[src/hw/rtl/tcre_pkg.sv]
// shared types and constants for the typed compare run extractor
package tcre_pkg;

   localparam logic [3:0] VT_S8  = 4'd0;
   localparam logic [3:0] VT_S16 = 4'd1;
   localparam logic [3:0] VT_S32 = 4'd2;
   localparam logic [3:0] VT_S64 = 4'd3;
   localparam logic [3:0] VT_U8  = 4'd4;
   localparam logic [3:0] VT_U16 = 4'd5;
   localparam logic [3:0] VT_U32 = 4'd6;
   localparam logic [3:0] VT_U64 = 4'd7;
   localparam logic [3:0] VT_F32 = 4'd8;
   localparam logic [3:0] VT_F64 = 4'd9;

   localparam logic [2:0] OP_EQ = 3'd0;
   localparam logic [2:0] OP_NE = 3'd1;
   localparam logic [2:0] OP_GT = 3'd2;
   localparam logic [2:0] OP_LT = 3'd3;
   localparam logic [2:0] OP_GE = 3'd4;
   localparam logic [2:0] OP_LE = 3'd5;

   localparam logic [1:0] REG_VALUE_TYPE    = 2'd0;
   localparam logic [1:0] REG_COMPARE_OP    = 2'd1;
   localparam logic [1:0] REG_USE_CONSTANT  = 2'd2;
   localparam logic [1:0] REG_COMPARE_VALUE = 2'd3;

   localparam int QUEUE_DEPTH = 2;

   typedef struct packed {
      logic       hit;
      logic       last;
      logic [3:0] size;
   } class_type;

   // element size in bytes
   function automatic logic [3:0] elem_bytes(input logic [3:0] t);
      logic [3:0] r;
      r = 4'd8;
      case (t)
         VT_S8, VT_U8:            r = 4'd1;
         VT_S16, VT_U16:          r = 4'd2;
         VT_S32, VT_U32, VT_F32:  r = 4'd4;
         default:                 r = 4'd8;
      endcase
      return r;
   endfunction

endpackage

[src/hw/rtl/typed_compare_run_extractor_core.sv]
// Typed compare run extractor. One item is taken per clock while full is low: the front
// stage registers the typed compare, the back stage updates the open run and may write one
// range into a two-entry result queue. A range reaches the result ports through the front
// stage register and the queue. full rises while the queue holds two ranges, or holds one
// that is not being popped while another may still be on its way, so an item can be taken
// every cycle as long as results are popped.
module typed_compare_run_extractor_core
   import tcre_pkg::*;
#(
   parameter int ADDR_BITS = 23
) (
   input  logic                 clock,
   input  logic                 reset,
   input  logic                 csr_write,
   input  logic [1:0]           csr_index,
   input  logic [63:0]          csr_data,
   input  logic                 push,
   output logic                 full,
   input  logic [ADDR_BITS-1:0] req_element_address,
   input  logic [63:0]          req_current_value,
   input  logic [63:0]          req_snapshot_value,
   input  logic                 req_last_in_region,
   output logic                 empty,
   input  logic                 pop,
   output logic [ADDR_BITS-1:0] rsp_range_start,
   output logic [ADDR_BITS:0]   rsp_range_bytes
);

   logic [3:0]  value_type_ff;
   logic [2:0]  compare_op_ff;
   logic        use_constant_ff;
   logic [63:0] compare_value_ff;

   always_ff @(posedge clock) begin
      if (reset) begin
         value_type_ff    <= VT_S8;
         compare_op_ff    <= OP_EQ;
         use_constant_ff  <= 1'b1;
         compare_value_ff <= '0;
      end else if (csr_write) begin
         case (csr_index)
            REG_VALUE_TYPE:    value_type_ff    <= csr_data[3:0];
            REG_COMPARE_OP:    compare_op_ff    <= csr_data[2:0];
            REG_USE_CONSTANT:  use_constant_ff  <= csr_data[0];
            REG_COMPARE_VALUE: compare_value_ff <= csr_data;
            default: ;
         endcase
      end
   end

   logic                 accept, f_valid, b_valid;
   class_type            f_class;
   logic [ADDR_BITS-1:0] f_addr, b_start;
   logic [ADDR_BITS:0]   b_bytes;
   logic [1:0]           q_count;

   // at most one item in flight in the front stage can still add a range
   assign full   = (q_count == 2'd2) || (q_count == 2'd1 && f_valid && !pop);
   assign accept = push && !full;

   tcre_front #(.ADDR_BITS(ADDR_BITS)) u_front (
      .clock(clock), .reset(reset),
      .value_type(value_type_ff), .compare_op(compare_op_ff),
      .use_constant(use_constant_ff), .compare_value(compare_value_ff),
      .in_valid(accept), .in_addr(req_element_address), .in_cur(req_current_value),
      .in_snap(req_snapshot_value), .in_last(req_last_in_region),
      .out_valid(f_valid), .out_class(f_class), .out_addr(f_addr)
   );

   tcre_back #(.ADDR_BITS(ADDR_BITS)) u_back (
      .clock(clock), .reset(reset),
      .in_valid(f_valid), .in_class(f_class), .in_addr(f_addr),
      .out_valid(b_valid), .out_start(b_start), .out_bytes(b_bytes)
   );

   tcre_queue #(.WIDTH(2 * ADDR_BITS + 1)) u_queue (
      .clock(clock), .reset(reset),
      .push(b_valid), .push_data({b_start, b_bytes}),
      .pop(pop), .empty(empty),
      .pop_data({rsp_range_start, rsp_range_bytes}), .count(q_count)
   );

endmodule

[src/hw/rtl/tcre_front.sv]
// front end: compares each item and classifies it as hit or miss
module tcre_front
   import tcre_pkg::*;
#(
   parameter int ADDR_BITS = 23
) (
   input  logic                 clock,
   input  logic                 reset,
   input  logic [3:0]           value_type,
   input  logic [2:0]           compare_op,
   input  logic                 use_constant,
   input  logic [63:0]          compare_value,
   input  logic                 in_valid,
   input  logic [ADDR_BITS-1:0] in_addr,
   input  logic [63:0]          in_cur,
   input  logic [63:0]          in_snap,
   input  logic                 in_last,
   output logic                 out_valid,
   output class_type            out_class,
   output logic [ADDR_BITS-1:0] out_addr
);

   logic [63:0] rhs, ka, kb;
   logic        lt, gt, eq, nan_a, nan_b, hit;
   logic [3:0]  size;
   logic        sa, sb;

   function automatic logic [63:0] int_key(input logic [63:0] v, input logic [3:0] t);
      logic [63:0] r;
      r = v;
      case (t)
         VT_S8:  r = {{56{v[7]}}, v[7:0]} ^ {1'b1, 63'd0};
         VT_S16: r = {{48{v[15]}}, v[15:0]} ^ {1'b1, 63'd0};
         VT_S32: r = {{32{v[31]}}, v[31:0]} ^ {1'b1, 63'd0};
         VT_S64: r = v ^ {1'b1, 63'd0};
         VT_U8:  r = {56'd0, v[7:0]};
         VT_U16: r = {48'd0, v[15:0]};
         VT_U32: r = {32'd0, v[31:0]};
         default: r = v;
      endcase
      return r;
   endfunction

   // sign-magnitude to ordered key; zeros are collapsed by the caller
   function automatic logic [63:0] flt_key(input logic [63:0] v);
      logic [63:0] r;
      if (v[63]) r = ~v;
      else r = v | {1'b1, 63'd0};
      return r;
   endfunction

   always_comb begin
      rhs = use_constant ? compare_value : in_snap;
      size = elem_bytes(value_type);
      nan_a = 1'b0;
      nan_b = 1'b0;
      sa = 1'b0;
      sb = 1'b0;
      if (value_type == VT_F32) begin
         nan_a = (&in_cur[30:23]) && (|in_cur[22:0]);
         nan_b = (&rhs[30:23]) && (|rhs[22:0]);
         ka = flt_key({in_cur[31:0], 32'd0});
         kb = flt_key({rhs[31:0], 32'd0});
         sa = (in_cur[30:0] == 31'd0);
         sb = (rhs[30:0] == 31'd0);
      end else if (value_type == VT_F64) begin
         nan_a = (&in_cur[62:52]) && (|in_cur[51:0]);
         nan_b = (&rhs[62:52]) && (|rhs[51:0]);
         ka = flt_key(in_cur);
         kb = flt_key(rhs);
         sa = (in_cur[62:0] == 63'd0);
         sb = (rhs[62:0] == 63'd0);
      end else begin
         ka = int_key(in_cur, value_type);
         kb = int_key(rhs, value_type);
      end
      if (sa) ka = {1'b1, 63'd0};
      if (sb) kb = {1'b1, 63'd0};
      eq = (ka == kb) && !nan_a && !nan_b;
      lt = (ka < kb) && !nan_a && !nan_b;
      gt = (ka > kb) && !nan_a && !nan_b;
      case (compare_op)
         OP_EQ:   hit = eq;
         OP_NE:   hit = !eq;
         OP_GT:   hit = gt;
         OP_LT:   hit = lt;
         OP_GE:   hit = gt || eq;
         OP_LE:   hit = lt || eq;
         default: hit = 1'b0;
      endcase
   end

   logic                 valid_ff;
   class_type            class_ff;
   logic [ADDR_BITS-1:0] addr_ff;

   always_ff @(posedge clock) begin
      if (reset) valid_ff <= 1'b0;
      else valid_ff <= in_valid;
      class_ff <= '{hit: hit, last: in_last, size: size};
      addr_ff  <= in_addr;
   end

   assign out_valid = valid_ff;
   assign out_class = class_ff;
   assign out_addr  = addr_ff;

endmodule

[src/hw/rtl/tcre_back.sv]
// back end: tracks the open run and forms ranges
module tcre_back
   import tcre_pkg::*;
#(
   parameter int ADDR_BITS = 23
) (
   input  logic                 clock,
   input  logic                 reset,
   input  logic                 in_valid,
   input  class_type            in_class,
   input  logic [ADDR_BITS-1:0] in_addr,
   output logic                 out_valid,
   output logic [ADDR_BITS-1:0] out_start,
   output logic [ADDR_BITS:0]   out_bytes
);

   logic                 open_ff, open_in;
   logic [ADDR_BITS-1:0] begin_ff, begin_in, start;
   logic [ADDR_BITS:0]   end_addr;

   always_comb begin
      open_in   = open_ff;
      begin_in  = begin_ff;
      out_valid = 1'b0;
      start     = open_ff ? begin_ff : in_addr;
      end_addr  = {1'b0, in_addr};
      if (in_valid) begin
         if (in_class.hit) begin
            if (!open_ff) begin
               begin_in = in_addr;
            end
            open_in = !in_class.last;
            if (in_class.last) begin
               out_valid = 1'b1;
               end_addr = {1'b0, in_addr} + {{(ADDR_BITS - 3){1'b0}}, in_class.size};
            end
         end else begin
            out_valid = open_ff;
            open_in   = 1'b0;
         end
      end
      out_start = in_class.hit ? start : begin_ff;
      out_bytes = end_addr - {1'b0, out_start};
   end

   always_ff @(posedge clock) begin
      if (reset) begin
         open_ff  <= 1'b0;
         begin_ff <= '0;
      end else begin
         open_ff  <= open_in;
         begin_ff <= begin_in;
      end
   end

endmodule

[src/hw/rtl/tcre_queue.sv]
// small result queue between back end and result ports
module tcre_queue
   import tcre_pkg::*;
#(
   parameter int WIDTH = 48
) (
   input  logic             clock,
   input  logic             reset,
   input  logic             push,
   input  logic [WIDTH-1:0] push_data,
   input  logic             pop,
   output logic             empty,
   output logic [WIDTH-1:0] pop_data,
   output logic [1:0]       count
);

   logic [WIDTH-1:0] mem [QUEUE_DEPTH];
   logic             wr_ff, rd_ff;
   logic [1:0]       count_ff;
   logic             do_pop;

   assign empty  = (count_ff == 2'd0);
   assign do_pop = pop && !empty;
   assign pop_data = mem[rd_ff];
   assign count = count_ff;

   always_ff @(posedge clock) begin
      if (push) mem[wr_ff] <= push_data;
   end

   always_ff @(posedge clock) begin
      if (reset) begin
         wr_ff    <= 1'b0;
         rd_ff    <= 1'b0;
         count_ff <= 2'd0;
      end else begin
         if (push) wr_ff <= !wr_ff;
         if (do_pop) rd_ff <= !rd_ff;
         count_ff <= count_ff + {1'b0, push} - {1'b0, do_pop};
      end
   end

endmodule
[config.mk]
export PLATFORM = sky130hd
export DESIGN_NAME = typed_compare_run_extractor_core
export DESIGN_NICKNAME = d
export VERILOG_FILES = /design/src/hw/rtl/tcre_pkg.sv /design/src/hw/rtl/typed_compare_run_extractor_core.sv /design/src/hw/rtl/tcre_front.sv /design/src/hw/rtl/tcre_back.sv /design/src/hw/rtl/tcre_queue.sv
export SDC_FILE = /design/constraint.sdc
export NUM_CORES = 1
export LEC_CHECK = 0
export BUFFER_PORTS_ARGS = -buffer_cell sky130_fd_sc_hd__buf_2
export CORE_AREA = 4 4 188 190
export DETAILED_ROUTE_END_ITERATION = 8
export DIE_AREA = 0 0 192 194
export PLACE_DENSITY = 0.66
export SLEW_MARGIN = 20
export SYNTH_ARGS = -nofsm -noshare
export SYNTH_HDL_FRONTEND = slang
export SYNTH_SLANG_ARGS = --single-unit
[constraint.sdc]
create_clock -name clock -period 6 [get_ports clock]
set_clock_uncertainty 0.05 [all_clocks]
set_input_delay 0.9 -clock clock [delete_from_list [all_inputs] [get_ports clock]]
set_output_delay 0.9 -clock clock [all_outputs]
set_load 0.01 [all_outputs]
; Word-level counts from Yosys, hierarchy flattened
; Memory sizes are Yosys's and may differ from the RTL's. A register that Yosys moved wholly into a read port is not among the register bits.
; Cells that the tools add are included.
[word_totals]
register_bits = 130
mem_bits_rw = 94
out_inout_bits = 49
n_memories = 1
[classes]
n_addsub = 4
n_lt_le_gt_ge = 2
n_eq_ne = 19
mux = 36
bitwise = 12
n_reduce_logical = 49
[memory_table]
columns = memory, words, word_bits, read_ports, rd_clocked_by_memory_dff, write_ports, line
row1 = u_queue.mem, 2, 47, 1, 1, 1, tcre_queue.sv:17  ; logic [WIDTH-1:0] mem [QUEUE_DEPTH];
[ops]
columns = op, count
row1 = $pmux 64 s7, 2
row2 = $mux 64, 11
row3 = $not 64->64, 4
row4 = $logic_not 63->1, 2
row5 = $reduce_or 52->1, 2
row6 = $mux 24, 3
row7 = $eq 64x64->1, 1
row8 = $gt 64x64->1, 1
row9 = $lt 64x64->1, 1
row10 = $logic_not 31->1, 2
row11 = $mux 23, 2
row12 = $reduce_or 23->1, 2
row13 = $add 23x4->24, 1
row14 = $sub 24x23->24, 1
row15 = $reduce_and 11->1, 2
row16 = $mux 1, 16
row17 = $reduce_and 8->1, 2
row18 = $logic_and 1x1->1, 14
row19 = $eq 4x3->1 const B, 3
row20 = $pmux 4 s3, 1
row21 = $logic_not 1->1, 9
row22 = $eq 4x2->1 const B, 2
row23 = $eq 4x4->1 const B, 2
row24 = $not 1->1, 8
row25 = other kinds (16), 28

; Longest topological paths before layout
[logic_depth]
ltp_word = 11
ltp_mapped = 24
ltp_nobuf = 19

; Modules after synthesis
; From an unflattened synthesis, not the netlist that was laid out.
[unflattened]
cells_unflattened = 1919
area_unflattened_um2 = 17035.1
[by_module_without_submodules]
columns = mod, n_inst, cells_per_inst, area_each_um2, seq_area_each_um2
row1 = tcre_front, 1, 1051, 7146.9, 600.6
row2 = tcre_queue, 1, 168, 3748.6, 2922.8
row3 = typed_compare_run_extractor_core, 1, 312, 3220.6, 1441.4
row4 = tcre_back, 1, 388, 2919.0, 480.5

; Worst setup path before layout
; OpenSTA, ideal clock, no wires.
[synth_timing]
path_type = in2reg
start = input port req_snapshot_value[31]
end = register u_front.class_ff, in the netlist u_front.out_class[5]
setup_time_ns = 0.059
t_arrival_ns = 4.879
required_ns = 5.891
slack_ns = 1.013
path_stages = 21
path_buffers = 2
cell_sequence = mux2_2 > inv_2 > buf_1 > ha_1 > nand2_1 > a221o_1 > nor4_1 > o211ai_1 > a21boi_0 > clkbuf_1 > o21ai_0 > ha_1 > a21o_1 > a21o_1 > a21oi_1 > o21ai_0 > o21a_1 > o21a_1 > a2111o_1 > o211a_1 > nand2_1
[synth_via]
elab_chain_cells = 11
elab_cells_between_ends = 31
[synth_rtl]
columns = item, line
row1 = start: declaration, typed_compare_run_extractor_core.sv:21  ; input logic [63:0] req_snapshot_value,
row2 = $mux 64 (*), tcre_front.sv:53  ; rhs = use_constant ? compare_value : in_snap;
row3 = branches (longest 9 deep; another with $lt 64x64->1), -
row4 = $pmux 1 s6 (*), tcre_front.sv:82  ; case (compare_op)
row5 = via u_front.hit, tcre_front.sv:24  ; logic lt, gt, eq, nan_a, nan_b, hit;
row6 = end signal: assignment, tcre_front.sv:100  ; class_ff <= '{hit: hit, last: in_last, size: size};
row7 = end: declaration, tcre_front.sv:94  ; class_type class_ff;
; Mark *: on every way through the listed nets, which the timed path passes.
; A chain may end at the register's enable or synchronous reset.

; Worst setup path in the final report
[layout_timing]
start = register use_constant_ff
end = register u_front.class_ff, in the netlist u_front.out_class[5]
[layout_via]
elab_chain_cells = 11
elab_cells_between_ends = 39
[layout_rtl]
columns = item, line
row1 = start: declaration, typed_compare_run_extractor_core.sv:31  ; logic use_constant_ff;
row2 = start signal: assignment, typed_compare_run_extractor_core.sv:44  ; REG_USE_CONSTANT: use_constant_ff <= csr_data[0];
row3 = $mux 64 (*), tcre_front.sv:53
row4 = branches (longest 9 deep; another with $lt 64x64->1), -
row5 = $pmux 1 s6 (*), tcre_front.sv:82
row6 = via u_front.hit, tcre_front.sv:24
; Marked as above.

==> metrics.cfg <==
[synth]
synth-edff-count = 94
synth_compound_area_share_pct = 20.4
synth_top_family_by_area = compound AO/OA/AOI/OAI gates
yosysWarnings = 0
synth_seq_cells = 225
synth_fa_ha_area_share_pct = 7.81
seq_area_frac_synth_pct = 34.6
synthTopCellsByCount = nand2_1, a21oi_1, nor2_1
muxShareOfSynthArea_pct = 9.87
ys_types = 67
synth_xor_area_share_pct = 7.02
synth_cells = 1840
synth_area_mm2 = 0.0157
synth_most_common_cell = nand2_1
yosys_most_used_dff = dfxtp_1
synthSimpleGateAreaFrac_pct = 16.1
synth_top_area_share_pct = 17.9
synth_largest_area_cell = edfxtp_1
synth_area_leaders = edfxtp_1, dfxtp_1, ha_1, a21oi_1, mux2i_1
syn-num-nets = 2160
syn_area_per_cell_um2 = 8.55
async_flop_share_pct = 0

[global_routing]
grt_pass1_vias = 14062
overflow = 0
grt_pass1_wl_mm = 77.9
grt_use_total_pct = 25.9
grt_max_degree = 109
grt_antenna_before_repair = 2

[sta]
slew_headroom_pct = 31.5
rsz0062_at_grt = false
worst_pin_slew_ns = 1.02
post-route-period-util_pct = 87.8
min_period_ns = 5.27
finalHoldViolCount = 0
timing.hold.ws_ns = 0.403
slew_violations = 0
layout_setup_ws_ns = 0.730
setup_tns_ns = 0
setup_viol = 0
timing.fmax_mhz = 190

[critical_path]
cp_top_family = simple AND/OR/NAND/NOR gates
cp.arrival_ns = 5.65
path_class = reg -> reg
cp_data_required_time_ns = 6.38
path_cells = buf_12, mux2i_1, ha_1, nand2_1, a221o_1, nor4_1, o211ai_1, a21boi_1, buf_4, o21a_1, ha_1, nand4_1, nor4_1, and4_1, nor4_1, o211ai_1, o211a_1, nand2_1
crit_path_max_fanout = 75
cp-start-kind = flop
cp_slowest_cell = nor4_1
cpMostUsedCell = nor4_1
critPathMaxStageDelay_ns = 0.66
end_kind = flop
reg2reg_slack_ns = 0.73
crit_buf_inv = 2

[place]
hpwlAfterDp_mm = 38.6
dpl_cell_area_mm2 = 0.0175
portBuffers = 271
routabilityCongestion = 1.02
post-place-ws_ns = 0.525

[final_layout]
seq_area_mm2 = 0.00545
drive_gt1_share_pct = 20.6
fill_cells = 3106
nets = 2370
syn_to_final_growth_pct = 17.1
design_area_mm2 = 0.0184
multi_input_area_mm2 = 0.00970

[min_path]
hold_path.class = reg -> reg

[power]
power.leakage_nw = 7.47
power.density_mw_per_mm2 = 268
ir_worst_vdd_mv = 0.201

[clock_network]
clockBufferDepth = 3
clock-sinks = 225
clk_latency_ns = 0.54
hold_buffers = 0
cts_tree = yes
cts_setup_buffers = 0
clk_pin_slew_ns = 0.07
root_buffer = clkbuf_16
cts_buffers = 24
htree_levels = 1
post_cts_resize_count = 0

[routing]
drt_iter0_drc = 1106
post_drt_wl_per_cell_um = 20.0
firstDrtPassIters = 6
drt-total-wl_mm = 50.3
remaining_drc_errors = 0
ant_nets = 0
vias_per_cell = 5.84
vias = 14699

[die]
rows = 67
die-width_um = 192
die_area_mm2 = 0.0372
io_pins = 272
core-area_mm2 = 0.0334
die_h_um = 194
initial_core_util_pct = 47.0

[run_status]
status = completed

[job]
drv_cap = 0

cells by family (layout without fill, tap and decap cells):
kind of cell	count (synthesis)	count (layout)
adder cells (fa/ha/maj)	97	97
AO/OA/AOI/OAI	523	523
flip-flops	225	225
multiplexers	148	148
buffers and inverters	165	393
AND/OR/NAND/NOR	556	556
XOR/XNOR	126	126
other	0	2
layout make-up:
type / instances / share of cell area (%)
multi-input cells: 1450 / 52.7
repair buffers: 305 / 8.90
clock inverters: 10 / 0.781
well taps: 448 / 3.04
inverters: 44 / 0.897
clock buffers: 34 / 4.09
flip-flops and latches: 225 / 29.6
diodes: 2 / 0.0272
final timing paths:
kind,start,endpoint,cells after the start
min reg2reg,compare_value_ff[0],compare_value_ff[0],2
max reg2reg,use_constant_ff,u_front.out_class[5],18
max,use_constant_ff,u_front.out_class[5],18
min,compare_value_ff[0],compare_value_ff[0],2
power breakdown:
group	switching (mW)	internal (mW)	total [mW]	leakage, nW
clock	0.634	1.01	1.64	0.444
sequential	0.0741	1.71	1.78	1.93
combinational	0.860	0.650	1.51	5.09
total	1.57	3.37	4.93	7.47
worst register-to-register path, delay by kind of cell (launching register included):
family	cells	cell delay (ns)
AO/OA/AOI/OAI	6	1.17
buffers and inverters	2	0.68
multiplexers	1	0.58
flip-flops	1	0.41
adder cells (fa/ha/maj)	2	0.53
AND/OR/NAND/NOR	7	1.74
cells in the final DEF, fill, tap and decap left out, types with 32 or more instances in the layout:
cell type | synthesis | routed
buf_2 | 6 | 270
o21ai_0 | 82 | 81
o22ai_1 | 33 | 33
nand2_1 | 238 | 238
a21o_1 | 32 | 32
a21oi_1 | 210 | 209
edfxtp_1 | 94 | 94
nand4_1 | 33 | 33
mux2i_1 | 93 | 93
dfxtp_1 | 131 | 129
buf_4 | 2 | 33
inv_1 | 43 | 43
mux2_2 | 54 | 54
a211oi_1 | 94 | 94
xnor2_1 | 99 | 99
nor2_1 | 136 | 136
ha_1 | 95 | 95
routing by layer:
| layer | track usage (%) | vias to the layer above | routed length [um] |
|---|---|---|---|
| met1 | 33.5 | 6860 | 20400 |
| met2 | 44.5 | 566 | 24500 |
| li1 | - | 7163 | - |
| met3 | 3.49 | 110 | 3500 |
| met4 | 8.72 | 0 | 1890 |
| met5 | 0 | - | 0 |
flip-flops by register name, summed over array words and instances, names as in the netlist, named ones only:
| signal | cells |
|---|---|
| value_type_ff | 4 |
| compare_op_ff | 3 |
| u_queue.mem | 94 |
| u_front.out_valid | 1 |
| compare_value_ff | 64 |
| u_back.begin_ff | 23 |
| u_back.open_ff | 1 |
| u_front.out_class | 6 |
| u_front.out_addr | 23 |
| u_queue.rd_ff | 1 |
| u_queue.count | 2 |
| use_constant_ff | 1 |
| u_queue.wr_ff | 1 |
stage by stage:
stage | utilization [%] | total power [mW] | std cells
detailed placement | 52.3 | 3.30 | 2472
finish | 55.1 | 4.93 | 2518
floorplan | - | 2.82 | 1840
CTS | 55.0 | 4.95 | 2516
global placement | 52.3 | 3.28 | 2472
global route | 55.0 | 5.20 | 2516
(Power assumes the default switching activity.)
